$ cat src/design/mtds_pkg.sv
`timescale 1ns / 1ps

package mtds_pkg;

	// Core sizing
	localparam int PHASE_BITS      = 32;
	localparam int TABLE_ADDR_BITS = 10;
	localparam int SAMPLE_BITS     = 16;

	localparam int TBL_N     = 1 << TABLE_ADDR_BITS;
	localparam int TAB_IDX_W = TABLE_ADDR_BITS + 1;
	localparam int TRIG_W    = SAMPLE_BITS;
	localparam int FB        = SAMPLE_BITS - 1;

	// Register and sample widths
	localparam int STEP_W    = 32;
	localparam int GAIN_W    = 12;
	localparam int OUT_W     = 16;
	localparam int CFG_IDX_W = 3;
	localparam int CFG_DAT_W = STEP_W;

	// Datapath widths
	localparam int PROD_W = GAIN_W + 1 + TRIG_W;
	localparam int MM_W   = 2 * TRIG_W;
	localparam int MOD_W  = GAIN_W + 1 + MM_W;
	localparam int ACC_W  = GAIN_W + 5;

	// Accumulator channels, in issue order
	localparam int NUM_CH = 4;
	localparam int CH_W   = 2;
	localparam logic [CH_W-1:0] CH_SUB    = CH_W'(0);
	localparam logic [CH_W-1:0] CH_MAIN   = CH_W'(1);
	localparam logic [CH_W-1:0] CH_SECOND = CH_W'(2);
	localparam logic [CH_W-1:0] CH_THIRD  = CH_W'(3);

	// Register indexes
	localparam logic [CFG_IDX_W-1:0] REG_MAIN_STEP      = CFG_IDX_W'(0);
	localparam logic [CFG_IDX_W-1:0] REG_SECOND_STEP    = CFG_IDX_W'(1);
	localparam logic [CFG_IDX_W-1:0] REG_THIRD_STEP     = CFG_IDX_W'(2);
	localparam logic [CFG_IDX_W-1:0] REG_SUB_STEP       = CFG_IDX_W'(3);
	localparam logic [CFG_IDX_W-1:0] REG_MAIN_GAIN      = CFG_IDX_W'(4);
	localparam logic [CFG_IDX_W-1:0] REG_SECOND_GAIN    = CFG_IDX_W'(5);
	localparam logic [CFG_IDX_W-1:0] REG_MODULATED_GAIN = CFG_IDX_W'(6);
	localparam logic [CFG_IDX_W-1:0] REG_THIRD_GAIN     = CFG_IDX_W'(7);

	// Register reset values
	localparam logic [STEP_W-1:0] RST_MAIN_STEP      = STEP_W'(435223419);
	localparam logic [STEP_W-1:0] RST_SECOND_STEP    = STEP_W'(1467447160);
	localparam logic [STEP_W-1:0] RST_THIRD_STEP     = STEP_W'(1460288881);
	localparam logic [STEP_W-1:0] RST_SUB_STEP       = STEP_W'(73229192);
	localparam logic [GAIN_W-1:0] RST_MAIN_GAIN      = GAIN_W'(1000);
	localparam logic [GAIN_W-1:0] RST_SECOND_GAIN    = GAIN_W'(640);
	localparam logic [GAIN_W-1:0] RST_MODULATED_GAIN = GAIN_W'(900);
	localparam logic [GAIN_W-1:0] RST_THIRD_GAIN     = GAIN_W'(900);

	// Table generation constants
	localparam longint unsigned HALF_PI_Q30 = 64'd1686629713;
	localparam longint          TRIG_MAX    = (64'sd1 <<< (SAMPLE_BITS - 1)) - 64'sd1;

	typedef logic [NUM_CH-1:0][STEP_W-1:0] step_arr_t;

	typedef struct packed {
		logic [GAIN_W-1:0] main;
		logic [GAIN_W-1:0] second;
		logic [GAIN_W-1:0] third;
		logic [GAIN_W-1:0] modulated;
	} gains_t;

	// Sequencer to phase unit
	typedef struct packed {
		logic            vld;
		logic            clr;
		logic            last;
		logic [CH_W-1:0] ch;
	} issue_t;

	typedef struct packed {
		logic            vld;
		logic            last;
		logic [CH_W-1:0] ch;
	} tag_t;

	// Phase unit to sine table
	typedef struct packed {
		tag_t                 tag;
		logic [TAB_IDX_W-1:0] sin_idx;
		logic [TAB_IDX_W-1:0] cos_idx;
		logic                 sin_neg;
		logic                 cos_neg;
	} trig_req_t;

	// Sine table to mixer
	typedef struct packed {
		tag_t               tag;
		logic signed [TRIG_W-1:0] sin_v;
		logic signed [TRIG_W-1:0] cos_v;
	} trig_t;

	// Quarter-wave entry: integer Taylor series in Q30, rounded to unsigned Q0.(SAMPLE_BITS-1)
	function automatic logic [SAMPLE_BITS-2:0] table_entry(input int k);
		longint unsigned x;
		longint unsigned term;
		longint          sum;
		longint          v;
		int              n;
		x = (HALF_PI_Q30 * longint'(k)) >> TABLE_ADDR_BITS;
		term = x;
		sum = longint'(x);
		for (n = 1; n <= 6; n++) begin
			term = (term * x) >> 30;
			term = (term * x) >> 30;
			// divide by (2n)(2n+1)
			case (n)
				1: term = term / 64'd6;
				2: term = term / 64'd20;
				3: term = term / 64'd42;
				4: term = term / 64'd72;
				5: term = term / 64'd110;
				default: term = term / 64'd156;
			endcase
			if (n[0]) begin
				sum = sum - longint'(term);
			end else begin
				sum = sum + longint'(term);
			end
		end
		if (sum < 0) begin
			sum = 0;
		end
		v = (sum * TRIG_MAX + (64'sd1 <<< 29)) >>> 30;
		if (v > TRIG_MAX) begin
			v = TRIG_MAX;
		end
		return v[SAMPLE_BITS-2:0];
	endfunction

	// Clamp the accumulated sum to the output range
	function automatic logic signed [OUT_W-1:0] sat_out(input logic signed [ACC_W-1:0] a);
		localparam logic signed [ACC_W-1:0] HI = ACC_W'((1 << (OUT_W - 1)) - 1);
		localparam logic signed [ACC_W-1:0] LO = -ACC_W'(1 << (OUT_W - 1));
		if (a > HI) begin
			return HI[OUT_W-1:0];
		end else if (a < LO) begin
			return LO[OUT_W-1:0];
		end
		return a[OUT_W-1:0];
	endfunction

endpackage

$ cat src/design/mtds_mix.sv
`timescale 1ns / 1ps

// Gain multiply, subcarrier modulation, truncation and accumulation.
// The subcarrier goes first so its cosine is held for the main tone.
module mtds_mix (
	input  logic                                   clk,
	input  logic                                   arst_n,
	input  logic                                   start,
	input  mtds_pkg::gains_t                       gains,
	input  mtds_pkg::trig_t                        trig,
	output logic                                   fin,
	output logic signed [mtds_pkg::ACC_W-1:0]      i_acc,
	output logic signed [mtds_pkg::ACC_W-1:0]      q_acc
);

	localparam int TW = mtds_pkg::TRIG_W;
	localparam int PW = mtds_pkg::PROD_W;
	localparam int MW = mtds_pkg::MM_W;
	localparam int DW = mtds_pkg::MOD_W;
	localparam int AW = mtds_pkg::ACC_W;
	localparam int FB = mtds_pkg::FB;
	localparam logic [PW-1:0] P_BIAS = PW'((1 << FB) - 1);
	localparam logic [DW-1:0] D_BIAS = (DW'(1) << (2 * FB)) - DW'(1);

	logic signed [TW-1:0]     subc_q;
	logic [mtds_pkg::GAIN_W-1:0] g_sel;
	logic signed [mtds_pkg::GAIN_W:0] g_s;
	logic signed [mtds_pkg::GAIN_W:0] gm_s;
	logic                     is_main;

	logic                     vld_s3, last_s3;
	logic signed [PW-1:0]     pc_s3, ps_s3;
	logic signed [MW-1:0]     mmc_s3, mms_s3;

	logic                     vld_s4, last_s4;
	logic signed [AW-1:0]     tc_s4, ts_s4;
	logic signed [DW-1:0]     modc_s4, mods_s4;

	logic signed [PW-1:0]     pc_b, ps_b;
	logic signed [DW-1:0]     modc_b, mods_b;
	logic signed [AW-1:0]     modc_t, mods_t;

	// Per-channel gain; the subcarrier has no direct term
	always_comb begin
		case (trig.tag.ch)
			mtds_pkg::CH_MAIN:   g_sel = gains.main;
			mtds_pkg::CH_SECOND: g_sel = gains.second;
			mtds_pkg::CH_THIRD:  g_sel = gains.third;
			default:             g_sel = '0;
		endcase
	end

	assign g_s     = $signed({1'b0, g_sel});
	assign gm_s    = $signed({1'b0, gains.modulated});
	assign is_main = (trig.tag.ch == mtds_pkg::CH_MAIN);

	// Stage 3: gain products and main times subcarrier
	always_ff @(posedge clk) begin
		pc_s3  <= PW'(g_s) * PW'(trig.cos_v);
		ps_s3  <= PW'(g_s) * PW'(trig.sin_v);
		mmc_s3 <= is_main ? MW'(trig.cos_v) * MW'(subc_q) : '0;
		mms_s3 <= is_main ? MW'(trig.sin_v) * MW'(subc_q) : '0;
		if (trig.tag.vld && trig.tag.ch == mtds_pkg::CH_SUB) begin
			subc_q <= trig.cos_v;
		end
	end

	// Truncate toward zero: bias negatives before the arithmetic shift
	assign pc_b = pc_s3 + (pc_s3[PW-1] ? P_BIAS : '0);
	assign ps_b = ps_s3 + (ps_s3[PW-1] ? P_BIAS : '0);

	// Stage 4: truncated direct terms and modulated products
	always_ff @(posedge clk) begin
		tc_s4   <= AW'(pc_b >>> FB);
		ts_s4   <= AW'(ps_b >>> FB);
		modc_s4 <= DW'(gm_s) * DW'(mmc_s3);
		mods_s4 <= DW'(gm_s) * DW'(mms_s3);
	end

	assign modc_b = modc_s4 + (modc_s4[DW-1] ? D_BIAS : '0);
	assign mods_b = mods_s4 + (mods_s4[DW-1] ? D_BIAS : '0);
	assign modc_t = AW'(modc_b >>> (2 * FB));
	assign mods_t = AW'(mods_b >>> (2 * FB));

	// Pipeline control and accumulation
	always_ff @(posedge clk or negedge arst_n) begin
		if (!arst_n) begin
			vld_s3  <= 1'b0;
			last_s3 <= 1'b0;
			vld_s4  <= 1'b0;
			last_s4 <= 1'b0;
			fin     <= 1'b0;
			i_acc   <= '0;
			q_acc   <= '0;
		end else begin
			vld_s3  <= trig.tag.vld;
			last_s3 <= trig.tag.last;
			vld_s4  <= vld_s3;
			last_s4 <= last_s3;
			fin     <= vld_s4 && last_s4;
			if (start) begin
				i_acc <= '0;
				q_acc <= '0;
			end else if (vld_s4) begin
				i_acc <= i_acc + tc_s4 + modc_t;
				q_acc <= q_acc + ts_s4 + mods_t;
			end
		end
	end

endmodule

$ cat config.mk
export PLATFORM = sky130hd
export DESIGN_NAME = mtds_mix
export DESIGN_NICKNAME = d
export VERILOG_FILES = /design/src/design/mtds_pkg.sv /design/src/design/mtds_mix.sv
export SDC_FILE = /design/constraint.sdc
export NUM_CORES = 2
export LEC_CHECK = 0
export BUFFER_PORTS_ARGS = -buffer_cell sky130_fd_sc_hd__buf_4
export CORE_AREA = 2 2 351 353
export CTS_CLUSTER_SIZE = 25
export DETAILED_ROUTE_END_ITERATION = 8
export DIE_AREA = 0 0 353 355
export GPL_TIMING_DRIVEN = 0
export PLACE_DENSITY = 0.9
export SYNTH_ARGS = -nofsm -noshare
export SYNTH_HDL_FRONTEND = slang
export SYNTH_SLANG_ARGS = --single-unit
$ cat constraint.sdc
create_clock -name clk -period 6.4 [get_ports clk]
set_clock_uncertainty 0.15 [all_clocks]
set_input_delay 1.6 -clock clk [delete_from_list [all_inputs] [get_ports clk]]
set_output_delay 1.6 -clock clk [all_outputs]
set_load 0.02 [all_outputs]
; ---- Yosys cells after proc, flatten, opt, wreduce, memory -nomap -nowiden
; Index checks and enable logic that the tools add are counted.
[word_totals]
in_bits = 87
ram_bits = 0
romBits = 0
memories = 0
latchBits = 0
elab_cells = 46
register_bits = 295
[classes]
div_mod_pow = 0
shifts = 0
multipliers = 6
n_reduce_logical = 4
n_addsub = 8
muxes = 9
n_eq_ne = 3
bitwise = 0
magnitude_cmp = 0
[op_table]
columns = cell, n
row1 = 45-bit by 30-bit adder with 45-bit output, 2
row2 = 13-bit by 32-bit multiplier with 45-bit output, 2
row3 = 17-bit two-way mux, 4
row4 = 16-bit by 16-bit multiplier with 32-bit output, 2
row5 = 30-bit two-way mux, 2
row6 = 29-bit by 15-bit adder with 29-bit output, 2
row7 = 13-bit by 16-bit multiplier with 29-bit output, 2
row8 = 12-bit case mux with 3 select lines, 1
row9 = 17-bit by 14-bit adder with 17-bit output, 2
row10 = 17-bit by 15-bit adder with 17-bit output, 2
row11 = 15-bit two-way mux, 2
row12 = 2-bit equality test (second input constant), 2
row13 = 2-bit by 1-bit equality test with 1-bit output (second input constant), 1
row14 = 1-bit logical AND, 2
row15 = 2-bit logical NOT, 1
row16 = 2-bit nonzero test, 1

; ---- Longest topological paths before layout
[depth]
depth_word = 5
ltp_mapped = 27

; ---- Worst setup path after synthesis
; No wires, ideal clock.
[synth_timing]
path_type = input to register
from = input trig[32] (netlist name)
to = register pc_s3[28]
t_arrival_ns = 7.605
setup_ns = 0.114
path_buffers = 3
cell_stages = 24
required_time_ns = 6.136
setup_slack_ns = -1.470
cell_sequence = clkbuf_1 > clkbuf_1 > mux2_2 > a22o_1 > clkbuf_1 > and2_1 > fa_1 > inv_1 > fa_1 > inv_1 > fa_1 > fa_1 > fa_1 > ha_1 > a21o_1 > a21oi_1 > nor2b_1 > a311oi_1 > a21oi_1 > o21bai_1 > a21oi_1 > o41ai_2 > mux2i_1 > a2111oi_0
[synth_via]
elab_chain_cells = 3
elab_cells_between_ends = 5
cone_classes = mul (1) / eq/ne (3) / mux (1)
[synth_rtl]
columns = element, line_no
row1 = "start, declared", mtds_mix.sv:10  ; input mtds_pkg::trig_t trig,
row2 = 2-bit equality test or 2-bit by 1-bit equality test with 1-bit output (tied branches), mtds_mix.sv:45  ; case (trig.tag.ch)
row3 = 12-bit case mux with 3 select lines *, mtds_mix.sv:45
row4 = 13-bit by 16-bit multiplier with 29-bit output *, mtds_mix.sv:59  ; pc_s3 <= PW'(g_s) * PW'(trig.cos_v);
row5 = "end signal, assigned", mtds_mix.sv:59
row6 = "end, declared", mtds_mix.sv:32  ; logic signed [PW-1:0] pc_s3, ps_s3;
; Every way passes the cells marked *; elsewhere a longest branch is shown, timed or not.
; A chain may end at the register's enable or synchronous reset.

; ---- Final worst setup path
; Same ends and word-level chain as after synthesis.

==> summary.md <==
| Metric | Value |
|---|---|
| Status | complete, but fails checks |
| Violated checks | setup timing |
| GR Util All Layers | 36.84% |
| Crit path buf inv count | 6 |
| Crit path DAT | 7.78 ns |
| Slew @ Worst Pin | 1.211 ns |
| HPWL Detailed | 176,900 um |
| # H-tree levels | 2 |
| Hold-fix buffers, CTS | 0 |
| Ys flop type | dfxtp_1 |
| Worst skew pair latency | 0.66 ns |
| Area of the die | 125,300 um2 |
| DRT iter0 DRCs | 5,450 |
| Number of max-cap violations | 0 |
| Final setup viols | 105 |
| Fin nets | 10,820 |
| I/O Buffers | 92 |
| Hold Slack | 0.1997 ns |
| Dpl ws | -2.888 ns |
| Crit path from | trig[32] |
| Die X | 353 um |
| Detail-routed via count per cell | 5.878 |
| Fin util | 71.58% |
| Hold crit path type | flip-flop to flip-flop |
| RSZ-0062 raised after global routing | true |
| WP data required | 6.77 ns |
| Fin crit period | 7.413 ns |
| Reg clk slew, reported paths | 0.06 ns |
| Syn Area/Cell | 9.049 um2 |
| Post-synth top area share | 43.94% |
| Slew Limit Fails | 0 |
| Antenna violations before repair | 11 |
| Largest net degree at the start of global routing | 40 |
| DR vias | 59,950 |
| CP Max Fanout | 7 |
| Fillers | 7,888 |
| PnR worst setup slack | -1.013 ns |
| Startpoint class of the critical path | input pin |
| Async S/R FF share, synth | 13.22% |
| Cell count after synthesis | 8,005 |
| First-pass GRT wire length | 355,100 um |
| Total CTS buffers | 39 |
| Routed WL | 242,100 um |
| Final Cycle Share | 115.8% |
| Synth Warn # | 0 |
| Register bit count reported by yosys | 295 |
| Die H | 355 um |
| Buffer levels on the longest clock path | 3 |
| Worst setup EP type | flip-flop |
| Ratio of cells with drive above 1 in the final layout | 17.51% |
| Number of remaining DRC errors | 0 |
| Seq/Total Area, Yosys | 8.643% |
| Clock sink count | 295 |
| Vias in the first global route | 63,670 |
| Wire per inst | 23.74 um |
| Syn Nets | 10,290 |
| CP top delay family | adder cells |
| CP max stage delay | 0.58 ns |
| Slowest cell on crit path | fa_1 |
| CTS tree | yes |
| Fin. Hold Viols | 0 |
| Clk root buf | clkbuf_16 |
| Core area | 121,400 um2 |
| Length of the first detailed-routing pass in iterations | 6 |
| Post-synth EDFFs | 16 |
| Hold Crit Start | vld_s3 |
| Dominant cell type by area after synthesis | fa_1 |
| Total grt overflow | 0 |
| Syn-to-layout area delta | 19.97% |
| Mapped Area | 72,440 um2 |
| Distinct cells, synth | 76 |
| GPL Wtd Cong | 1.007 |
| Synth area leaders | fa_1 44%, ha_1 11%, inv_1 9.9% |
| Initial Util | 59.67% |
| Row Count | 128 |
| RR Startpoint | subc_q[14] |
| DRT antenna net count | 0 |
| Slew margin rel. | 18.89% |
| Fmax | 134.9 MHz |
| WS Path Type | input pin to flip-flop |
| I/O pins | 122 |
worst register-to-register path, stage by stage (launching register included):
cell and delay (ns):
edfxtp_1 0.72, clkbuf_1 0.69, nand2_1 0.18, fa_1 0.51, fa_1 0.49, inv_1 0.05, fa_1 0.51, fa_2 0.47
fa_1 0.49, inv_1 0.05, fa_1 0.50, inv_2 0.05, ha_4 0.28, buf_6 0.10, a21o_1 0.11, a21o_1 0.18
a21oi_2 0.09, o211ai_1 0.12, o211ai_1 0.22, a211oi_2 0.39, a31oi_2 0.18, or3_1 0.43, a21oi_2 0.21
repair_timing:
item                       CTS  global route
gates resized for setup    602           448
pin swaps                  288           364
buffers inserted           255           157
gates cloned                 4             3
setup endpoints to repair  141           114
hold endpoints to repair     0             0
path summary, 6_finish.rpt:
path	cells past startpoint	slack, ns	end
worst max register to register	22	-0.88	mms_s3[28]
worst max-delay path	25	-1.01	pc_s3[28]
min in group asynchronous	1	0.80	i_acc[0]
worst min register to register	0	0.20	vld_s4
max in group asynchronous	1	4.95	q_acc[0]
worst min-delay path	0	0.20	vld_s4
cells in the final DEF (no fill, tap or decap), drive strengths merged, types with 199 or more instances in the layout:
cell and instances:
and2 706, inv 1917, ha 612, nor2 226
a21oi 199, dfxtp 240, fa 1590, nand2 1052
clkbuf 368, buf 521
through the flow:
step,cell area [um2],std cells,TNS [ns]
finish,86900,10200,-44.77
global route,86880,10190,-54.53
CTS,84220,10040,-24.29
detailed placement,77730,9724,-194.49
global placement,77690,9722,-189.38
floorplan,74960,8005,-30.21
flip-flops by register name (all words and copies together) (netlist names), 14 cells and up:
name and cells:
modc_s4 45, i_acc 17, ts_s4 14, mmc_s3 32, q_acc 17, mms_s3 32, pc_s3 29, subc_q 16
ps_s3 29, mods_s4 45, tc_s4 14
cell type report:
cell class | instances | area, um2 | share of cell area, %
clock buffers | 52 | 1129 | 1.299
flip-flops and latches | 295 | 6269 | 7.213
inverters | 1911 | 7191 | 8.275
diodes | 11 | 27.53 | 0.03168
plain buffers | 348 | 4154 | 4.780
multi-input cells | 5447 | 61530 | 70.81
clock inverters | 20 | 254.0 | 0.2923
well taps | 1625 | 2033 | 2.340
repair buffers | 490 | 4314 | 4.964
per-layer routing:
layer	share of wire [%]	GRT usage (%)	routed length, um	vias to the layer above
li1	-	-	-	24840
met1	34	43.81	82290	29990
met2	46	59.98	111100	3885
met3	11	9.205	27130	1231
met4	8.9	23.72	21520	8
met5	0.025	0	61	-
cells by family (layout without fill, tap and decap cells):
group	count (synthesis)	count (layout)	synth area share, %
AOI/OAI and AO/OA	683	683	6.267
xor gates and xnor gates	278	278	3.391
adders and majority gates	2202	2202	54.51
buffers and inverters	2263	2821	11.73
DFF	295	295	8.643
muxes	41	41	0.5873
other	0	11	0
and+or+nand+nor	2243	2243	14.87
cells in the mapped netlist (13+ instances only):
cell type / n
dfxtp_1: 240
nor2_1: 226
a21o_1: 133
xor2_1: 82
nand4_1: 34
edfxtp_1: 16
o21ai_0: 105
nor2b_1: 26
mux2i_1: 29
nand3_1: 47
dfrtp_1: 39
nand2_1: 1052
ha_1: 612
nand2b_1: 29
a31oi_1: 20
o21a_1: 33
and3_1: 33
a211oi_1: 29
or3_1: 13
fa_1: 1590
a21oi_1: 199
and2_1: 706
clkbuf_1: 349
inv_1: 1911
o21bai_1: 31
o211ai_1: 21
xnor2_1: 194
nor3_1: 37
Power is not shown: default switching activity piles up to over one toggle a cycle in this logic, so the estimate is an artifact.
