==> config.mk <==
export PLATFORM = sky130hd
export DESIGN_NAME = mtds_phase_unit
export DESIGN_NICKNAME = d
export VERILOG_FILES = /design/src/design/mtds_pkg.sv /design/src/design/mtds_ram.sv /design/src/design/mtds_phase_unit.sv
export SDC_FILE = /design/constraint.sdc
export NUM_CORES = 1
export LEC_CHECK = 0
export ABC_AREA = 1
export BUFFER_PORTS_ARGS = -buffer_cell sky130_fd_sc_hd__buf_4
export CAP_MARGIN = 5
export CORE_MARGIN = 2
export CORE_UTILIZATION = 55
export CTS_CLUSTER_SIZE = 8
export DETAILED_ROUTE_END_ITERATION = 10
export GPL_TIMING_DRIVEN = 0
export MAX_ROUTING_LAYER = met4
export PLACE_DENSITY = 0.76
export RECOVER_POWER = 100
export SYNTH_ARGS = -nofsm -noshare
export SYNTH_HDL_FRONTEND = slang
export SYNTH_SLANG_ARGS = --single-unit
==> constraint.sdc <==
create_clock -name clk -period 8.6 [get_ports clk]
set_clock_uncertainty 0.2 [all_clocks]
set_input_delay 1.72 -clock clk [delete_from_list [all_inputs] [get_ports clk]]
set_output_delay 1.72 -clock clk [all_outputs]
set_load 0.01 [all_outputs]
==> src/design/mtds_pkg.sv <==
`timescale 1ns / 1ps

package mtds_pkg;

	// Core sizing
	localparam int PHASE_BITS      = 32;
	localparam int TABLE_ADDR_BITS = 10;
	localparam int SAMPLE_BITS     = 16;

	localparam int TBL_N     = 1 << TABLE_ADDR_BITS;
	localparam int TAB_IDX_W = TABLE_ADDR_BITS + 1;
	localparam int TRIG_W    = SAMPLE_BITS;
	localparam int FB        = SAMPLE_BITS - 1;

	// Register and sample widths
	localparam int STEP_W    = 32;
	localparam int GAIN_W    = 12;
	localparam int OUT_W     = 16;
	localparam int CFG_IDX_W = 3;
	localparam int CFG_DAT_W = STEP_W;

	// Datapath widths
	localparam int PROD_W = GAIN_W + 1 + TRIG_W;
	localparam int MM_W   = 2 * TRIG_W;
	localparam int MOD_W  = GAIN_W + 1 + MM_W;
	localparam int ACC_W  = GAIN_W + 5;

	// Accumulator channels, in issue order
	localparam int NUM_CH = 4;
	localparam int CH_W   = 2;
	localparam logic [CH_W-1:0] CH_SUB    = CH_W'(0);
	localparam logic [CH_W-1:0] CH_MAIN   = CH_W'(1);
	localparam logic [CH_W-1:0] CH_SECOND = CH_W'(2);
	localparam logic [CH_W-1:0] CH_THIRD  = CH_W'(3);

	// Register indexes
	localparam logic [CFG_IDX_W-1:0] REG_MAIN_STEP      = CFG_IDX_W'(0);
	localparam logic [CFG_IDX_W-1:0] REG_SECOND_STEP    = CFG_IDX_W'(1);
	localparam logic [CFG_IDX_W-1:0] REG_THIRD_STEP     = CFG_IDX_W'(2);
	localparam logic [CFG_IDX_W-1:0] REG_SUB_STEP       = CFG_IDX_W'(3);
	localparam logic [CFG_IDX_W-1:0] REG_MAIN_GAIN      = CFG_IDX_W'(4);
	localparam logic [CFG_IDX_W-1:0] REG_SECOND_GAIN    = CFG_IDX_W'(5);
	localparam logic [CFG_IDX_W-1:0] REG_MODULATED_GAIN = CFG_IDX_W'(6);
	localparam logic [CFG_IDX_W-1:0] REG_THIRD_GAIN     = CFG_IDX_W'(7);

	// Register reset values
	localparam logic [STEP_W-1:0] RST_MAIN_STEP      = STEP_W'(435223419);
	localparam logic [STEP_W-1:0] RST_SECOND_STEP    = STEP_W'(1467447160);
	localparam logic [STEP_W-1:0] RST_THIRD_STEP     = STEP_W'(1460288881);
	localparam logic [STEP_W-1:0] RST_SUB_STEP       = STEP_W'(73229192);
	localparam logic [GAIN_W-1:0] RST_MAIN_GAIN      = GAIN_W'(1000);
	localparam logic [GAIN_W-1:0] RST_SECOND_GAIN    = GAIN_W'(640);
	localparam logic [GAIN_W-1:0] RST_MODULATED_GAIN = GAIN_W'(900);
	localparam logic [GAIN_W-1:0] RST_THIRD_GAIN     = GAIN_W'(900);

	// Table generation constants
	localparam longint unsigned HALF_PI_Q30 = 64'd1686629713;
	localparam longint          TRIG_MAX    = (64'sd1 <<< (SAMPLE_BITS - 1)) - 64'sd1;

	typedef logic [NUM_CH-1:0][STEP_W-1:0] step_arr_t;

	typedef struct packed {
		logic [GAIN_W-1:0] main;
		logic [GAIN_W-1:0] second;
		logic [GAIN_W-1:0] third;
		logic [GAIN_W-1:0] modulated;
	} gains_t;

	// Sequencer to phase unit
	typedef struct packed {
		logic            vld;
		logic            clr;
		logic            last;
		logic [CH_W-1:0] ch;
	} issue_t;

	typedef struct packed {
		logic            vld;
		logic            last;
		logic [CH_W-1:0] ch;
	} tag_t;

	// Phase unit to sine table
	typedef struct packed {
		tag_t                 tag;
		logic [TAB_IDX_W-1:0] sin_idx;
		logic [TAB_IDX_W-1:0] cos_idx;
		logic                 sin_neg;
		logic                 cos_neg;
	} trig_req_t;

	// Sine table to mixer
	typedef struct packed {
		tag_t               tag;
		logic signed [TRIG_W-1:0] sin_v;
		logic signed [TRIG_W-1:0] cos_v;
	} trig_t;

	// Quarter-wave entry: integer Taylor series in Q30, rounded to unsigned Q0.(SAMPLE_BITS-1)
	function automatic logic [SAMPLE_BITS-2:0] table_entry(input int k);
		longint unsigned x;
		longint unsigned term;
		longint          sum;
		longint          v;
		int              n;
		x = (HALF_PI_Q30 * longint'(k)) >> TABLE_ADDR_BITS;
		term = x;
		sum = longint'(x);
		for (n = 1; n <= 6; n++) begin
			term = (term * x) >> 30;
			term = (term * x) >> 30;
			// divide by (2n)(2n+1)
			case (n)
				1: term = term / 64'd6;
				2: term = term / 64'd20;
				3: term = term / 64'd42;
				4: term = term / 64'd72;
				5: term = term / 64'd110;
				default: term = term / 64'd156;
			endcase
			if (n[0]) begin
				sum = sum - longint'(term);
			end else begin
				sum = sum + longint'(term);
			end
		end
		if (sum < 0) begin
			sum = 0;
		end
		v = (sum * TRIG_MAX + (64'sd1 <<< 29)) >>> 30;
		if (v > TRIG_MAX) begin
			v = TRIG_MAX;
		end
		return v[SAMPLE_BITS-2:0];
	endfunction

	// Clamp the accumulated sum to the output range
	function automatic logic signed [OUT_W-1:0] sat_out(input logic signed [ACC_W-1:0] a);
		localparam logic signed [ACC_W-1:0] HI = ACC_W'((1 << (OUT_W - 1)) - 1);
		localparam logic signed [ACC_W-1:0] LO = -ACC_W'(1 << (OUT_W - 1));
		if (a > HI) begin
			return HI[OUT_W-1:0];
		end else if (a < LO) begin
			return LO[OUT_W-1:0];
		end
		return a[OUT_W-1:0];
	endfunction

endpackage

==> src/design/mtds_ram.sv <==
`timescale 1ns / 1ps

// Simple dual-port RAM, one write and one registered read
module mtds_ram #(
	parameter int WIDTH = 32,
	parameter int DEPTH = 4
) (
	input  logic                     clk,
	input  logic                     wr_en,
	input  logic [$clog2(DEPTH)-1:0] wr_addr,
	input  logic [WIDTH-1:0]         wr_data,
	input  logic                     rd_en,
	input  logic [$clog2(DEPTH)-1:0] rd_addr,
	output logic [WIDTH-1:0]         rd_data
);

	logic [WIDTH-1:0] mem_q [DEPTH];

	always_ff @(posedge clk) begin
		if (wr_en) begin
			mem_q[wr_addr] <= wr_data;
		end
		if (rd_en) begin
			rd_data <= mem_q[rd_addr];
		end
	end

endmodule

==> src/design/mtds_phase_unit.sv <==
`timescale 1ns / 1ps

// Phase accumulators: read from memory, clear or advance, write back,
// and form the quarter-wave table addresses for sine and cosine.
module mtds_phase_unit (
	input  logic                clk,
	input  logic                arst_n,
	input  mtds_pkg::issue_t    issue,
	input  mtds_pkg::step_arr_t steps,
	output mtds_pkg::trig_req_t req
);

	localparam int PB = mtds_pkg::PHASE_BITS;
	localparam int AB = mtds_pkg::TABLE_ADDR_BITS;
	localparam int IW = mtds_pkg::TAB_IDX_W;

	logic [mtds_pkg::NUM_CH-1:0] ent_vld_q;
	logic                        ent_ok_s1;
	mtds_pkg::issue_t            iss_s1;
	logic [PB-1:0]               rd_data;
	logic [PB-1:0]               phase_s1;
	logic [PB-1:0]               phase_nxt;
	logic [1:0]                  quad_sin;
	logic [1:0]                  quad_cos;
	logic [AB-1:0]               k;
	logic [IW-1:0]               k_ext;
	logic [IW-1:0]               k_mir;

	mtds_ram #(
		.WIDTH(PB),
		.DEPTH(mtds_pkg::NUM_CH)
	) u_phase_ram (
		.clk    (clk),
		.wr_en  (iss_s1.vld),
		.wr_addr(iss_s1.ch),
		.wr_data(phase_nxt),
		.rd_en  (issue.vld),
		.rd_addr(issue.ch),
		.rd_data(rd_data)
	);

	// Stage 1 control; entries never written read as zero
	always_ff @(posedge clk or negedge arst_n) begin
		if (!arst_n) begin
			iss_s1    <= '0;
			ent_ok_s1 <= 1'b0;
			ent_vld_q <= '0;
		end else begin
			iss_s1    <= issue;
			ent_ok_s1 <= ent_vld_q[issue.ch];
			if (iss_s1.vld) begin
				ent_vld_q[iss_s1.ch] <= 1'b1;
			end
		end
	end

	// Current phase and write-back value
	assign phase_s1  = (iss_s1.clr || !ent_ok_s1) ? '0 : rd_data;
	assign phase_nxt = phase_s1 + PB'(steps[iss_s1.ch]);

	// Quadrant fold; cosine is a quarter turn ahead
	assign quad_sin = phase_s1[PB-1 -: 2];
	assign quad_cos = quad_sin + 2'd1;
	assign k        = phase_s1[PB-3 -: AB];
	assign k_ext    = {1'b0, k};
	assign k_mir    = IW'(mtds_pkg::TBL_N) - k_ext;

	always_comb begin
		req.tag.vld  = iss_s1.vld;
		req.tag.last = iss_s1.last;
		req.tag.ch   = iss_s1.ch;
		req.sin_idx  = quad_sin[0] ? k_mir : k_ext;
		req.cos_idx  = quad_cos[0] ? k_mir : k_ext;
		req.sin_neg  = quad_sin[1];
		req.cos_neg  = quad_cos[1];
	end

endmodule

After elaboration in Yosys (flattened, before gate mapping) --
Memory sizes are Yosys's and may differ from the RTL's. A register that Yosys moved wholly into a read port is not among the register bits. Index checks and enable logic that the tools add are counted.
Cells by class: order comparisons 3, reduce and logical (&&, ||, !) cells 3, muxes and demuxes 11, add/subtract/negate cells 3, bitwise gates (word level) 1
Operators by type and width (number):
- $bmux W32 S2 | 1
- $mux W32 | 2
- $add A32 B32 Y32 | 1
- $mux W11 | 2
- $sub A11 B10 Y11 const A | 1
- $lt A2 B3 Y1 const B | 2
- $mux W1 | 4
- $or A4 B4 Y4 | 1
- $add A2 B1 Y2 const B | 1
- $bmux W1 S2 | 1
- $demux W1 S2 | 1
- $ge A2 B1 Y1 const B | 1
- $logic_and A1 B1 Y1 | 1
- $logic_not A1 Y1 | 1
- $logic_or A1 B1 Y1 | 1
Storage, ports and cells: bits in writable memories 128, memories kept 1, word-level logic and storage cells 28, output and inout port bits 28, register bits after elaboration 10
Memory list:
- u_phase_ram.mem_q | words 4, bits a word 32, read ports 1, clocked after memory_dff 1, wr ports 1, RTL line mtds_ram.sv:17 | logic [WIDTH-1:0] mem_q [DEPTH];

Longest topological paths before layout --
Gate-level depths: netlist of run 1.
word-level depth 5, mapped depth 17, depth with buffers taken out 16

Modules after synthesis --
Synthesis of run 1 repeated with hierarchy kept, for this count alone.
Unflattened totals: cells, all modules 1370, area, all modules 10618.9 um^2
By module, submodules not included:
- mtds_ram | sequential area each 4804.6 um^2, times used 1, cells each 541, area an instance 6398.6 um^2
- mtds_phase_unit | sequential area each 250.2 um^2, times used 1, cells each 829, area an instance 4220.3 um^2

Least setup slack after synthesis of run 1 --
No wires, ideal clock.
path type in2reg, start point input steps[0] (netlist name), end point memory u_phase_ram.mem_q[0][28] (data pin), path slack 4828 ps, arrival 3306 ps, buffers on the path 0, cell stages on the path 14, library setup time 265 ps, cell sequence a22oi_1 nand3_1 ha_1 fa_1 nand3_1 nand3_1 nand2_1 nand2_2 nand2_1 nand2_1 nand2_1 nand2_1 nand2_1 nand2_1
Between the ends: longest elaborated chain between the ends 3
RTL lines:
- start, declared | RTL line mtds_phase_unit.sv:9 | input mtds_pkg::step_arr_t steps,
- $bmux W32 S2 | RTL line mtds_phase_unit.sv:59 | assign phase_nxt = phase_s1 + PB'(steps[iss_s1.ch]);
- $mux W32 (not written as such) | RTL line mtds_phase_unit.sv:59
- $add A32 B32 Y32 | RTL line mtds_phase_unit.sv:59
- via phase_nxt[28] | RTL line mtds_phase_unit.sv:22 | logic [PB-1:0] phase_nxt;
- end, declared | RTL line mtds_ram.sv:17
The timed path passes the listed nets, and every way through them passes these cells. The select of a mux whose other input is x is not followed.

==> results.rst, run 1 <==
.. list-table::
   :header-rows: 1

   * - Metric
     - Value
   * - Outcome
     - finished with violations
   * - Violated checks
     - max-capacitance violations, max-slew violations
   * - Reg power frac
     - 43.9%
   * - Slowest stage cell, crit path
     - sky130_fd_sc_hd__clkbuf_1
   * - Highest net fanout along the worst path
     - 10
   * - Count of buffers added by post-CTS timing repair for setup
     - 0
   * - Post-CTS sizing
     - 0
   * - Worst Max-Slew Pin Slew
     - 1.95 ns
   * - Global-route track usage on met1
     - 41.4%
   * - Area growth syn-to-layout
     - 20.5%
   * - Maximum cell stage delay along the critical path
     - 0.79 ns
   * - Detailed Route Iter0 Violations
     - 938
   * - Clock Latency Late Sink
     - 0.43 ns
   * - Top-level port count
     - 163
   * - Internal Pwr Total
     - 0.00165 W
   * - Final Core Density
     - 66.9%
   * - Ratio of total power to cell area
     - 193 nW/um2
   * - Max Root-Sink Buffers
     - 2
   * - Final hold slack
     - 0.266 ns
   * - Post-detailed-placement half-perimeter wirelength
     - 22.1 mm
   * - GPL Wtd Cong
     - 0.954
   * - Endpoint class of the critical path
     - primary output
   * - Max rail drop VDD
     - 0.000205 V
   * - Most common cell in the synthesized netlist
     - sky130_fd_sc_hd__nand2_1
   * - Synth unique cells
     - 36
   * - Number of warnings printed during yosys synthesis
     - 0
   * - Highest clock rate
     - 0.186 GHz
   * - GR Util met2
     - 49.2%
   * - FFs w/ async S/R, synth
     - 5.88%
   * - Ranking of synthesized cells by area
     - sky130_fd_sc_hd__edfxtp_1, sky130_fd_sc_hd__nand2_1, sky130_fd_sc_hd__inv_1, sky130_fd_sc_hd__nor2_1, sky130_fd_sc_hd__nand3_1
   * - TritonCTS Buffers
     - 17
   * - Final Net Count
     - 1529
   * - Vias per Instance
     - 5.50
   * - Post-CTS clock slew at the launch and capture registers of the worst setup and hold paths
     - 0.06 ns
   * - Clock tree from TritonCTS
     - done
   * - Placement-stage cell area
     - 11600 um2
   * - Initial cell density of the core
     - 55.5%
   * - Root Buffer
     - sky130_fd_sc_hd__clkbuf_16
   * - Fraction of power spent switching nets
     - 28.3%
   * - Fraction of post-synthesis cell area in the top cell type by area
     - 48.5%
   * - Grt peak-use layer
     - met2
   * - FF-to-FF Start
     - req[24]
   * - Overflow after GRT
     - 0
   * - Number of hold violations in the final report
     - 0
   * - Placed instance count
     - 1571
   * - Required time of the critical path
     - 6.68 ns
   * - Final ANT Viol Nets
     - 0
   * - Remaining routing DRC violations
     - 0
   * - Final wirelength
     - 28.8 mm
   * - Min Tclk post-route
     - 5.38 ns
   * - Kind of start point of the critical path
     - flop
   * - Most instantiated flip-flop cell in the synthesis netlist
     - sky130_fd_sc_hd__edfxtp_1
   * - Final number of setup-violating endpoints
     - 0
   * - Max Transition Viols Final
     - 52
   * - Number of enable-type register cells in the synthesized netlist
     - 160
   * - Filler cells
     - 1502
   * - Flops & latches, synth
     - 170
   * - Post-synthesis cell count
     - 1170
   * - Met3 Track Usage GR
     - 5.92%
   * - Overall die area
     - 19100 um2
   * - Number of sinks on the clock net
     - 170
   * - WL per Instance
     - 17.9 um
   * - Post-Layout Cell Count
     - 1603
   * - Number of max-cap violations
     - 2
   * - Die Y
     - 138 um
   * - Non-Filler Cell Area, Final
     - 11900 um2
   * - Slew headroom
     - -30.1%
   * - Hold-fix buffers at CTS
     - 0
   * - Part of the power in the clock network
     - 35.1%
   * - Data arrival time of the worst path
     - 3.46 ns
   * - Final TNS setup
     - 0 ns
   * - Worst setup path startpoint
     - ent_ok_s1
   * - Cell type contributing the most total cell area after synthesis
     - sky130_fd_sc_hd__edfxtp_1
   * - Category of the most critical setup path
     - flop to primary output
   * - Number of global-route vias before repair
     - 8638
   * - Synth top cells by count
     - sky130_fd_sc_hd__nand2_1, sky130_fd_sc_hd__edfxtp_1, sky130_fd_sc_hd__inv_1
   * - H-tree levels
     - 4
   * - Antenna Diode Count
     - 0
   * - Placement row count
     - 49
   * - Global-route wire length before repair
     - 44.8 mm
   * - Worst hold start
     - ent_vld_q[2]
   * - Classification of the worst-slack hold path
     - flop to flop
   * - Overall die width
     - 138 um
   * - NetSw
     - 0.000652 W
   * - Portion of the clock cycle consumed by the worst path in the final layout
     - 62.5%
   * - Synthesized Nets
     - 1338
   * - Total core area
     - 17800 um2
   * - Post-Syn Area
     - 9910 um2
   * - Drt first pass iters
     - 6
   * - Via count
     - 8817
   * - Mean area per synthesized cell
     - 8.47 um2
   * - Setup repair after global routing missed its margin
     - no
   * - Largest net degree at the start of global routing
     - 34
   * - Critical Path, Cell by Cell
     - nand2_1 > clkbuf_1 > nor2_1 > inv_1 > ha_1 > inv_1 > nor2_1 > nand2_2 > xnor2_1 > o21ai_0 > buf_4
   * - Aggregate global-route resource usage
     - 31.0%
   * - Combinational fraction of design power
     - 21.0%
   * - Share of post-route cells with drive strength above 1
     - 15.9%
   * - Number of antenna violations at the first check in global routing
     - 1
   * - Static leakage power
     - 5.52 nW
   * - Sequential-to-total area share from yosys stat
     - 51.0%
   * - Count of input and output buffers
     - 162
## kinds of logic (layout without fill, tap and decap cells)
family          after synthesis  after routing  share of synthesized area (%)
simple gates                571            571                           24.5
flops                       170            170                           51.0
xor+xnor                     20             20                           1.77
buf+inv                     205            409                           8.42
compound gates              171            171                           10.0
fa+ha+maj                    33             33                           4.24
## area by class of cell
class	instances	area, um2	area share [%]
Buffer	48	219	1.83
Clock buffer	17	425	3.56
Clock inverter	15	210	1.76
Inverter	157	591	4.94
Multi-Input combinational cell	795	3970	33.2
Sequential cell	170	5050	42.3
Tap cell	229	287	2.40
Timing Repair Buffer	172	1190	9.96
## layout by cell type, fill, tap and decap left out, types with 2 or more instances in the layout
| cell type | count |
|---|---|
| sky130_fd_sc_hd__nand2_1 | 305 |
| sky130_fd_sc_hd__edfxtp_1 | 160 |
| sky130_fd_sc_hd__inv_1 | 155 |
| sky130_fd_sc_hd__buf_4 | 146 |
| sky130_fd_sc_hd__nor2_1 | 134 |
| sky130_fd_sc_hd__nand3_1 | 97 |
| sky130_fd_sc_hd__o21ai_0 | 82 |
| sky130_fd_sc_hd__clkbuf_1 | 56 |
| sky130_fd_sc_hd__o22ai_1 | 33 |
| sky130_fd_sc_hd__ha_1 | 32 |
| sky130_fd_sc_hd__a22oi_1 | 30 |
| sky130_fd_sc_hd__a21oi_1 | 21 |
| sky130_fd_sc_hd__xor2_1 | 17 |
| sky130_fd_sc_hd__clkbuf_16 | 17 |
| sky130_fd_sc_hd__nor2_2 | 10 |
| sky130_fd_sc_hd__buf_2 | 10 |
| sky130_fd_sc_hd__dfrtp_1 | 10 |
| sky130_fd_sc_hd__nor3_1 | 8 |
| sky130_fd_sc_hd__clkbuf_4 | 6 |
| sky130_fd_sc_hd__inv_6 | 6 |
| sky130_fd_sc_hd__nand4_1 | 5 |
| sky130_fd_sc_hd__or2_2 | 4 |
| sky130_fd_sc_hd__bufinv_16 | 4 |
| sky130_fd_sc_hd__xnor2_1 | 3 |
| sky130_fd_sc_hd__buf_1 | 2 |
| sky130_fd_sc_hd__nor2_8 | 2 |
| sky130_fd_sc_hd__o21bai_1 | 2 |
| sky130_fd_sc_hd__nand2_2 | 2 |
| sky130_fd_sc_hd__nor3_2 | 2 |
| sky130_fd_sc_hd__clkinvlp_4 | 2 |
| sky130_fd_sc_hd__clkinv_4 | 2 |
## worst max-delay path: cells and delay by family, from the launching register on
kind / cells / cell delay [ns]
adder cells (fa/ha/maj): 1 / 0.22
buffers and inverters: 4 / 1.16
AND/OR/NAND/NOR: 4 / 0.88
XOR/XNOR: 1 / 0.15
flip-flops: 1 / 0.36
AO/OA/AOI/OAI: 1 / 0.26
## power by group through the flow
stage,combinational (W),clock (W),sequential [W]
6_report,0.000483,0.000809,0.00101
3_3_place_gp,0.000474,0,0.00103
4_1_cts,0.000495,0.000814,0.00101
3_5_place_dp,0.000491,0,0.00103
5_1_grt,0.000531,0.000845,0.00102
2_1_floorplan,0.000290,0,0.00102
## per-stage QoR
stage	total power, W	setup slack (ns)
global placement	0.00150	3.36
finish	0.00230	3.22
floorplan	0.00131	4.83
CTS	0.00232	4.13
detailed placement	0.00152	4.13
global route	0.00239	2.95
## registers in the layout, indices dropped and copies added, names as in the netlist
name,cells
u_phase_ram.mem_q,128
req,4
u_phase_ram.rd_data,32
ent_ok_s1,1
ent_vld_q,4
iss_s1,1
## path summary, 6_finish.rpt
kind                                                 end  cells past startpoint  slack (ns)
worst max-delay path                              req[8]                     11        3.22
worst min-delay path                        ent_vld_q[2]                      1        0.27
worst max register to register  u_phase_ram.mem_q[1][21]                      6        4.25
worst min register to register              ent_vld_q[2]                      1        0.27
max in group asynchronous                        req[27]                      1        6.79
min in group asynchronous                   ent_vld_q[0]                      1        1.05
## routing by layer
metal / up-vias / part of all wire, % / wire (um)
met5: - / 0 / 0
met4: 0 / 1.8 / 531
met3: 42 / 8.8 / 2530
met2: 440 / 47 / 13400
met1: 4064 / 43 / 12200
li1: 4271 / - / -
(Power assumes the default switching activity.)
==> inputs of run 2 (changes only) <==
--- a/config.mk
+++ b/config.mk
@@ -9,12 +9,12 @@
 export BUFFER_PORTS_ARGS = -buffer_cell sky130_fd_sc_hd__buf_4
 export CAP_MARGIN = 5
 export CORE_MARGIN = 2
-export CORE_UTILIZATION = 55
+export CORE_UTILIZATION = 52
 export CTS_CLUSTER_SIZE = 8
 export DETAILED_ROUTE_END_ITERATION = 10
 export GPL_TIMING_DRIVEN = 0
 export MAX_ROUTING_LAYER = met4
-export PLACE_DENSITY = 0.76
+export PLACE_DENSITY = 0.75
 export RECOVER_POWER = 100
 export SYNTH_ARGS = -nofsm -noshare
 export SYNTH_HDL_FRONTEND = slang
==> constraint.sdc (replaced) <==
create_clock -name clk -period 4.8 [get_ports clk]
set_clock_uncertainty 0.2 [all_clocks]
set_input_delay 0.96 -clock clk [delete_from_list [all_inputs] [get_ports clk]]
set_output_delay 0.96 -clock clk [all_outputs]
set_load 0.01 [all_outputs]
==> run 2 against run 1 <==
Non-clock buffer count unchanged. Cell area up 0.16%. The flow still finishes with violations (max-capacitance violations, max-slew violations). First-iteration DRC count down 13%. Wire length down 2.7%. Largest power group unchanged. Register-to-register slack worse by 3.4 ns. Clock power up 72%. Via count down 1.7%.
==> results.rst, run 2 (same netlist as run 1, synthesis figures left out) <==
.. list-table::
   :header-rows: 1

   * - Metric
     - Value
   * - Register-to-register path setup slack
     - 0.85 ns
   * - Clock Latency Late Sink
     - 0.43 ns
   * - Number of hold violations in the final report
     - 0
   * - Hold Path End
     - ent_vld_q[0]
   * - Data arrival time of the worst path
     - 3.87 ns
   * - Overall die width
     - 142 um
   * - Total core area
     - 18700 um2
   * - Post-CTS clock slew at the launch and capture registers of the worst setup and hold paths
     - 0.06 ns
   * - Highest net fanout along the worst path
     - 10
   * - H-tree levels
     - 4
   * - Area taken by multi-input logic gates
     - 3980 um2
   * - Flip-flop count of the largest register after layout
     - 128
   * - Final number of setup-violating endpoints
     - 0
   * - Final ANT Viol Nets
     - 0
   * - Hold-fix buffers at CTS
     - 0
   * - Number of max-cap violations
     - 3
   * - GPL Wtd Cong
     - 0.955
   * - Count of buffers added by post-CTS timing repair for setup
     - 0
   * - Most common library cell in the layout ignoring fill and taps
     - sky130_fd_sc_hd__nand2_1
   * - Max rail drop VDD
     - 0.000264 V
   * - Maximum cell stage delay along the critical path
     - 0.49 ns
   * - Via count
     - 8668
   * - Final Core Density
     - 63.9%
   * - Post-CTS sizing
     - 0
   * - Share of post-route cells with drive strength above 1
     - 16.1%
   * - Kind of start point of the critical path
     - flop
   * - Detailed Route Iter0 Violations
     - 817
   * - Overflow after GRT
     - 0
   * - Clock tree from TritonCTS
     - done
   * - Violated checks
     - max-capacitance violations, max-slew violations
   * - Antenna Diode Count
     - 0
   * - Critical Path, Cell by Cell
     - clkbuf_1 > inv_1 > nor2_1 > buf_2 > a22oi_1 > nand3_1 > fa_1 > nand3_1 > nand3_1 > nand2_1 > nand2_1 > nand2_1 > nand2_1 > nand2_1 > nand3_1 > nand2_1
   * - Number of cells on the worst reg-to-reg path
     - 16
   * - Post-placement worst setup slack
     - 1.10 ns
   * - Overall die area
     - 20200 um2
   * - Max Root-Sink Buffers
     - 2
   * - Number of antenna violations at the first check in global routing
     - 0
   * - Final Net Count
     - 1529
   * - Slowest stage cell, crit path
     - sky130_fd_sc_hd__clkbuf_1
   * - Area used by sequential logic in the layout
     - 5050 um2
   * - Root Buffer
     - sky130_fd_sc_hd__clkbuf_16
   * - Max Transition Viols Final
     - 72
   * - Number of global-route vias before repair
     - 8322
   * - Number of instances on the worst hold path
     - 1
   * - FF-to-FF Start
     - req[24]
   * - Die Y
     - 142 um
   * - Count of input and output buffers
     - 162
   * - Outcome
     - finished with violations
   * - Ratio of total power to cell area
     - 340 nW/um2
   * - Final wirelength
     - 28.0 mm
   * - Global-route wire length before repair
     - 42.5 mm
   * - Area growth syn-to-layout
     - 20.7%
   * - Number of sinks on the clock net
     - 170
   * - Worst flop-to-flop path endpoint
     - u_phase_ram.mem_q[3][28]
   * - Slew headroom
     - -32.3%
   * - Portion of the clock cycle consumed by the worst path in the final layout
     - 82.4%
   * - Highest clock rate
     - 0.253 GHz
   * - Filler cells
     - 1574
   * - Placement row count
     - 50
   * - WL per Instance
     - 17.4 um
   * - Largest net degree at the start of global routing
     - 34
   * - Top-level port count
     - 163
   * - Category of the most critical setup path
     - flop to flop
   * - Drt first pass iters
     - 5
   * - Cell family contributing the most delay on the critical path
     - simple AND/OR/NAND/NOR gates
   * - Initial cell density of the core
     - 53.0%
   * - Required time of the critical path
     - 4.72 ns
   * - Vias per Instance
     - 5.39
   * - Worst hold start
     - ent_vld_q[0]
   * - Post-detailed-placement half-perimeter wirelength
     - 21.9 mm
   * - Static leakage power
     - 5.52 nW
   * - Classification of the worst-slack hold path
     - flop to flop
   * - TritonCTS Buffers
     - 17
   * - Setup repair after global routing missed its margin
     - no
   * - Number of buffers and inverters on the critical path
     - 3
   * - Min Tclk post-route
     - 3.95 ns
   * - Most used cells in the layout excluding fill and tap cells
     - sky130_fd_sc_hd__nand2_1, sky130_fd_sc_hd__edfxtp_1, sky130_fd_sc_hd__inv_1, sky130_fd_sc_hd__buf_4, sky130_fd_sc_hd__nor2_1
   * - Register with the most flip-flops
     - u_phase_ram.mem_q
   * - Worst Max-Slew Pin Slew
     - 1.98 ns
   * - Aggregate global-route resource usage
     - 28.9%
   * - Worst setup path startpoint
     - req[24]
   * - Number of stages on the worst setup path
     - 16
   * - Final setup slack of the worst path
     - 0.846 ns
   * - Worst path most repeated cell
     - sky130_fd_sc_hd__nand2_1
   * - Registers with the most flip-flops
     - u_phase_ram.mem_q x128, u_phase_ram.rd_data x32
   * - Placement-stage cell area
     - 11600 um2
   * - Remaining routing DRC violations
     - 0
   * - Non-Filler Cell Area, Final
     - 12000 um2
   * - Endpoint class of the critical path
     - flop
==> run 2: layout make-up <==
class	count	area share, %
Sequential cell	170	42.3
Clock inverter	14	1.53
Buffer	48	1.99
Multi-Input combinational cell	795	33.3
Inverter	157	4.97
Tap cell	234	2.45
Clock buffer	17	3.56
Timing Repair Buffer	172	9.98
==> run 2: how the worst max path moves through the flow <==
stage,to,slack [ns]
after floorplan,u_phase_ram.mem_q[1][0],1.25
after global placement,ent_vld_q[1],-0.47
after detailed placement,u_phase_ram.mem_q[0][28],1.10
after CTS,req[17],1.09
after global routing,u_phase_ram.mem_q[3][28],0.62
final,u_phase_ram.mem_q[3][28],0.85
==> run 2: per-stage QoR <==
stage | total power [W] | std cells | TNS, ns | hold WS (ns)
finish | 0.00407 | 1607 | 0 | 0.266
floorplan | 0.00235 | 1170 | 0 | 0.234
global placement | 0.00269 | 1566 | -38.03 | 0.249
CTS | 0.00409 | 1607 | 0 | 0.148
detailed placement | 0.00272 | 1576 | 0 | 0.254
global route | 0.00424 | 1607 | 0 | 0.281
==> run 2: worst reg2reg max path: stages (launching register included) <==
cell and delay [ns]:
sky130_fd_sc_hd__dfrtp_1 0.37, sky130_fd_sc_hd__clkbuf_1 0.49, sky130_fd_sc_hd__inv_1 0.30, sky130_fd_sc_hd__nor2_1 0.31, sky130_fd_sc_hd__buf_2 0.29, sky130_fd_sc_hd__a22oi_1 0.13, sky130_fd_sc_hd__nand3_1 0.18, sky130_fd_sc_hd__fa_1 0.31
sky130_fd_sc_hd__nand3_1 0.10, sky130_fd_sc_hd__nand3_1 0.12, sky130_fd_sc_hd__nand2_1 0.07, sky130_fd_sc_hd__nand2_1 0.17, sky130_fd_sc_hd__nand2_1 0.08, sky130_fd_sc_hd__nand2_1 0.15, sky130_fd_sc_hd__nand2_1 0.10, sky130_fd_sc_hd__nand3_1 0.08
sky130_fd_sc_hd__nand2_1 0.18
==> run 2: per-layer routing <==
layer  vias up  wire [um]  global-route usage [%]
met5         -          0                       -
met4         0        990                    12.5
met3        67       2550                    5.35
met2       413      12400                    44.8
met1      3910      12000                    37.6
li1       4278          -                       -
==> run 2: where the power goes <==
group | internal (W) | switching [W]
Clock | 0.000827 | 0.000567
Sequential | 0.00179 | 0.0000261
Combinational | 0.000295 | 0.000564
==> inputs of run 3 (changes only) <==
--- a/config.mk
+++ b/config.mk
@@ -9,12 +9,12 @@
 export BUFFER_PORTS_ARGS = -buffer_cell sky130_fd_sc_hd__buf_4
 export CAP_MARGIN = 5
 export CORE_MARGIN = 2
-export CORE_UTILIZATION = 52
+export CORE_UTILIZATION = 55
 export CTS_CLUSTER_SIZE = 8
 export DETAILED_ROUTE_END_ITERATION = 10
 export GPL_TIMING_DRIVEN = 0
 export MAX_ROUTING_LAYER = met4
-export PLACE_DENSITY = 0.75
+export PLACE_DENSITY = 0.76
 export RECOVER_POWER = 100
 export SYNTH_ARGS = -nofsm -noshare
 export SYNTH_HDL_FRONTEND = slang
==> constraint.sdc (replaced) <==
create_clock -name clk -period 3.85 [get_ports clk]
set_clock_uncertainty 0.2 [all_clocks]
set_input_delay 0.77 -clock clk [delete_from_list [all_inputs] [get_ports clk]]
set_output_delay 0.77 -clock clk [all_outputs]
set_load 0.01 [all_outputs]
==> run 3 against run 2 <==
The run still ends with max-capacitance violations, max-slew violations left. Wire length grew 2.7%. Register-to-register slack lost 0.58 ns. Global-route usage grew 2.0 points. Sequential power grew 25%. Worst hold slack is essentially flat. Final cell count shrank 0.19%. Sequential cell count is the same. Critical endpoint is now req[19].
==> results.rst, run 3 (same netlist as run 1, synthesis figures left out) <==
.. list-table::
   :header-rows: 1

   * - Metric
     - Value
   * - Highest clock rate
     - 0.269 GHz
   * - Antenna Diode Count
     - 0
   * - Final wirelength
     - 28.7 mm
   * - Flip-flop count of the largest register after layout
     - 128
   * - Setup repair after global routing missed its margin
     - no
   * - Share of post-route cells with drive strength above 1
     - 16.7%
   * - Min Tclk post-route
     - 3.71 ns
   * - Classification of the worst-slack hold path
     - flop to flop
   * - Final Net Count
     - 1530
   * - Largest net degree at the start of global routing
     - 34
   * - Outcome
     - finished with violations
   * - Violated checks
     - max-capacitance violations, max-slew violations
   * - Clock tree from TritonCTS
     - done
   * - TritonCTS Buffers
     - 17
   * - Highest net fanout along the worst path
     - 10
   * - Overall die width
     - 138 um
   * - Data arrival time of the worst path
     - 2.74 ns
   * - Number of hold violations in the final report
     - 0
   * - Die Y
     - 138 um
   * - Area growth syn-to-layout
     - 21.2%
   * - Final ANT Viol Nets
     - 0
   * - Drt first pass iters
     - 5
   * - Critical Path, Cell by Cell
     - inv_1 > nand2_1 > buf_12 > nor2_1 > inv_1 > ha_1 > inv_1 > nor2_4 > nand2_1 > xnor2_1 > o21ai_0 > buf_4
   * - Via count
     - 8894
   * - Reg power frac
     - 43.9%
   * - Detailed Route Iter0 Violations
     - 1073
   * - Register with the most flip-flops
     - u_phase_ram.mem_q
   * - Final hold slack
     - 0.266 ns
   * - Placement-stage cell area
     - 11600 um2
   * - Max rail drop VDD
     - 0.000459 V
   * - Number of global-route vias before repair
     - 8638
   * - Required time of the critical path
     - 2.88 ns
   * - Placement row count
     - 49
   * - Initial cell density of the core
     - 55.5%
   * - Worst Max-Slew Pin Slew
     - 1.98 ns
   * - Root Buffer
     - sky130_fd_sc_hd__clkbuf_16
   * - Global-route wire length before repair
     - 44.8 mm
   * - Overflow after GRT
     - 0
   * - Number of antenna violations at the first check in global routing
     - 1
   * - Most used cells in the layout excluding fill and tap cells
     - sky130_fd_sc_hd__nand2_1, sky130_fd_sc_hd__edfxtp_1, sky130_fd_sc_hd__inv_1, sky130_fd_sc_hd__buf_4, sky130_fd_sc_hd__nor2_1
   * - Top-level port count
     - 163
   * - Post-CTS clock slew at the launch and capture registers of the worst setup and hold paths
     - 0.06 ns
   * - Worst path most repeated cell
     - sky130_fd_sc_hd__inv_1
   * - Number of sinks on the clock net
     - 170
   * - H-tree levels
     - 4
   * - Internal Pwr Total
     - 0.00370 W
   * - Cell family contributing the most delay on the critical path
     - simple AND/OR/NAND/NOR gates
   * - Total core area
     - 17800 um2
   * - NetSw
     - 0.00146 W
   * - Max Transition Viols Final
     - 52
   * - Post-detailed-placement half-perimeter wirelength
     - 22.1 mm
   * - Aggregate global-route resource usage
     - 31.0%
   * - Endpoint class of the critical path
     - primary output
   * - Count of input and output buffers
     - 162
   * - Number of buffers and inverters on the critical path
     - 5
   * - Category of the most critical setup path
     - flop to primary output
   * - Number of max-cap violations
     - 2
   * - Slowest stage cell, crit path
     - sky130_fd_sc_hd__nor2_1
   * - Maximum cell stage delay along the critical path
     - 0.39 ns
   * - GPL Wtd Cong
     - 0.954
   * - Final TNS setup
     - 0 ns
   * - Part of the power in the clock network
     - 35.0%
   * - Most common library cell in the layout ignoring fill and taps
     - sky130_fd_sc_hd__nand2_1
   * - Ratio of total power to cell area
     - 429 nW/um2
   * - Final number of setup-violating endpoints
     - 0
   * - Portion of the clock cycle consumed by the worst path in the final layout
     - 96.5%
   * - Kind of start point of the critical path
     - flop
   * - Non-Filler Cell Area, Final
     - 12000 um2
   * - Static leakage power
     - 5.56 nW
   * - WL per Instance
     - 17.9 um
   * - Fraction of power spent switching nets
     - 28.3%
   * - Vias per Instance
     - 5.54
   * - Overall die area
     - 19100 um2
   * - Clock Latency Late Sink
     - 0.43 ns
   * - Slew headroom
     - -31.8%
   * - Max Root-Sink Buffers
     - 2
   * - Remaining routing DRC violations
     - 0
   * - Registers with the most flip-flops
     - u_phase_ram.mem_q x128, u_phase_ram.rd_data x32
   * - Combinational fraction of design power
     - 21.1%
## run 3: cell type report
class	count	area, um2
Fill cell	1496	5830
Sequential cell	170	5050
Multi-Input combinational cell	795	3990
Timing Repair Buffer	173	1210
Inverter	157	594
Clock buffer	17	425
Tap cell	229	287
Buffer	48	239
Clock inverter	15	210
## run 3: timing repair
item	in CTS	in global routing
gates resized for setup	0	2
setup endpoints to repair	0	8
endpoints found under the hold margin	10	0
hold buffers	1	0
buffers inserted	0	0
## run 3: path summary, 6_finish.rpt
kind                               from                  endpoint  slack, ns  cells after the start
max reg2reg                     req[24]  u_phase_ram.mem_q[1][28]       0.27                     17
max                           iss_s1[3]                   req[19]       0.14                     12
min                        ent_vld_q[0]              ent_vld_q[0]       0.27                      1
min in group asynchronous        arst_n              ent_vld_q[1]       0.64                      2
min reg2reg                ent_vld_q[0]              ent_vld_q[0]       0.27                      1
max in group asynchronous        arst_n                   req[27]       2.45                      2
## run 3: routing by layer
layer	part of all wire [%]	vias up	wire length [um]	global-route usage [%]
li1	-	4272	-	-
met1	42	4080	12000	41.4
met2	47	483	13400	49.2
met3	9.4	59	2710	5.92
met4	2.0	0	582	8.16
met5	0	-	0	-
## run 3: metrics by stage
stage          cells  util [%]  setup slack [ns]  total power (W)
2_1_floorplan   1170         -             0.304          0.00293
3_3_place_gp    1561      64.0             -1.39          0.00336
3_5_place_dp    1571      64.8             0.214          0.00339
4_1_cts         1604      68.4             0.182          0.00519
5_1_grt         1604      67.3            0.0193          0.00535
6_report        1604      67.3             0.136          0.00516
## run 3: power by group through the flow
stage	sequential [W]	clock, W	combinational, W
5_1_grt	0.00227	0.00189	0.00120
3_5_place_dp	0.00230	0	0.00110
4_1_cts	0.00226	0.00182	0.00111
3_3_place_gp	0.00230	0	0.00106
2_1_floorplan	0.00229	0	0.000648
6_report	0.00226	0.00180	0.00109
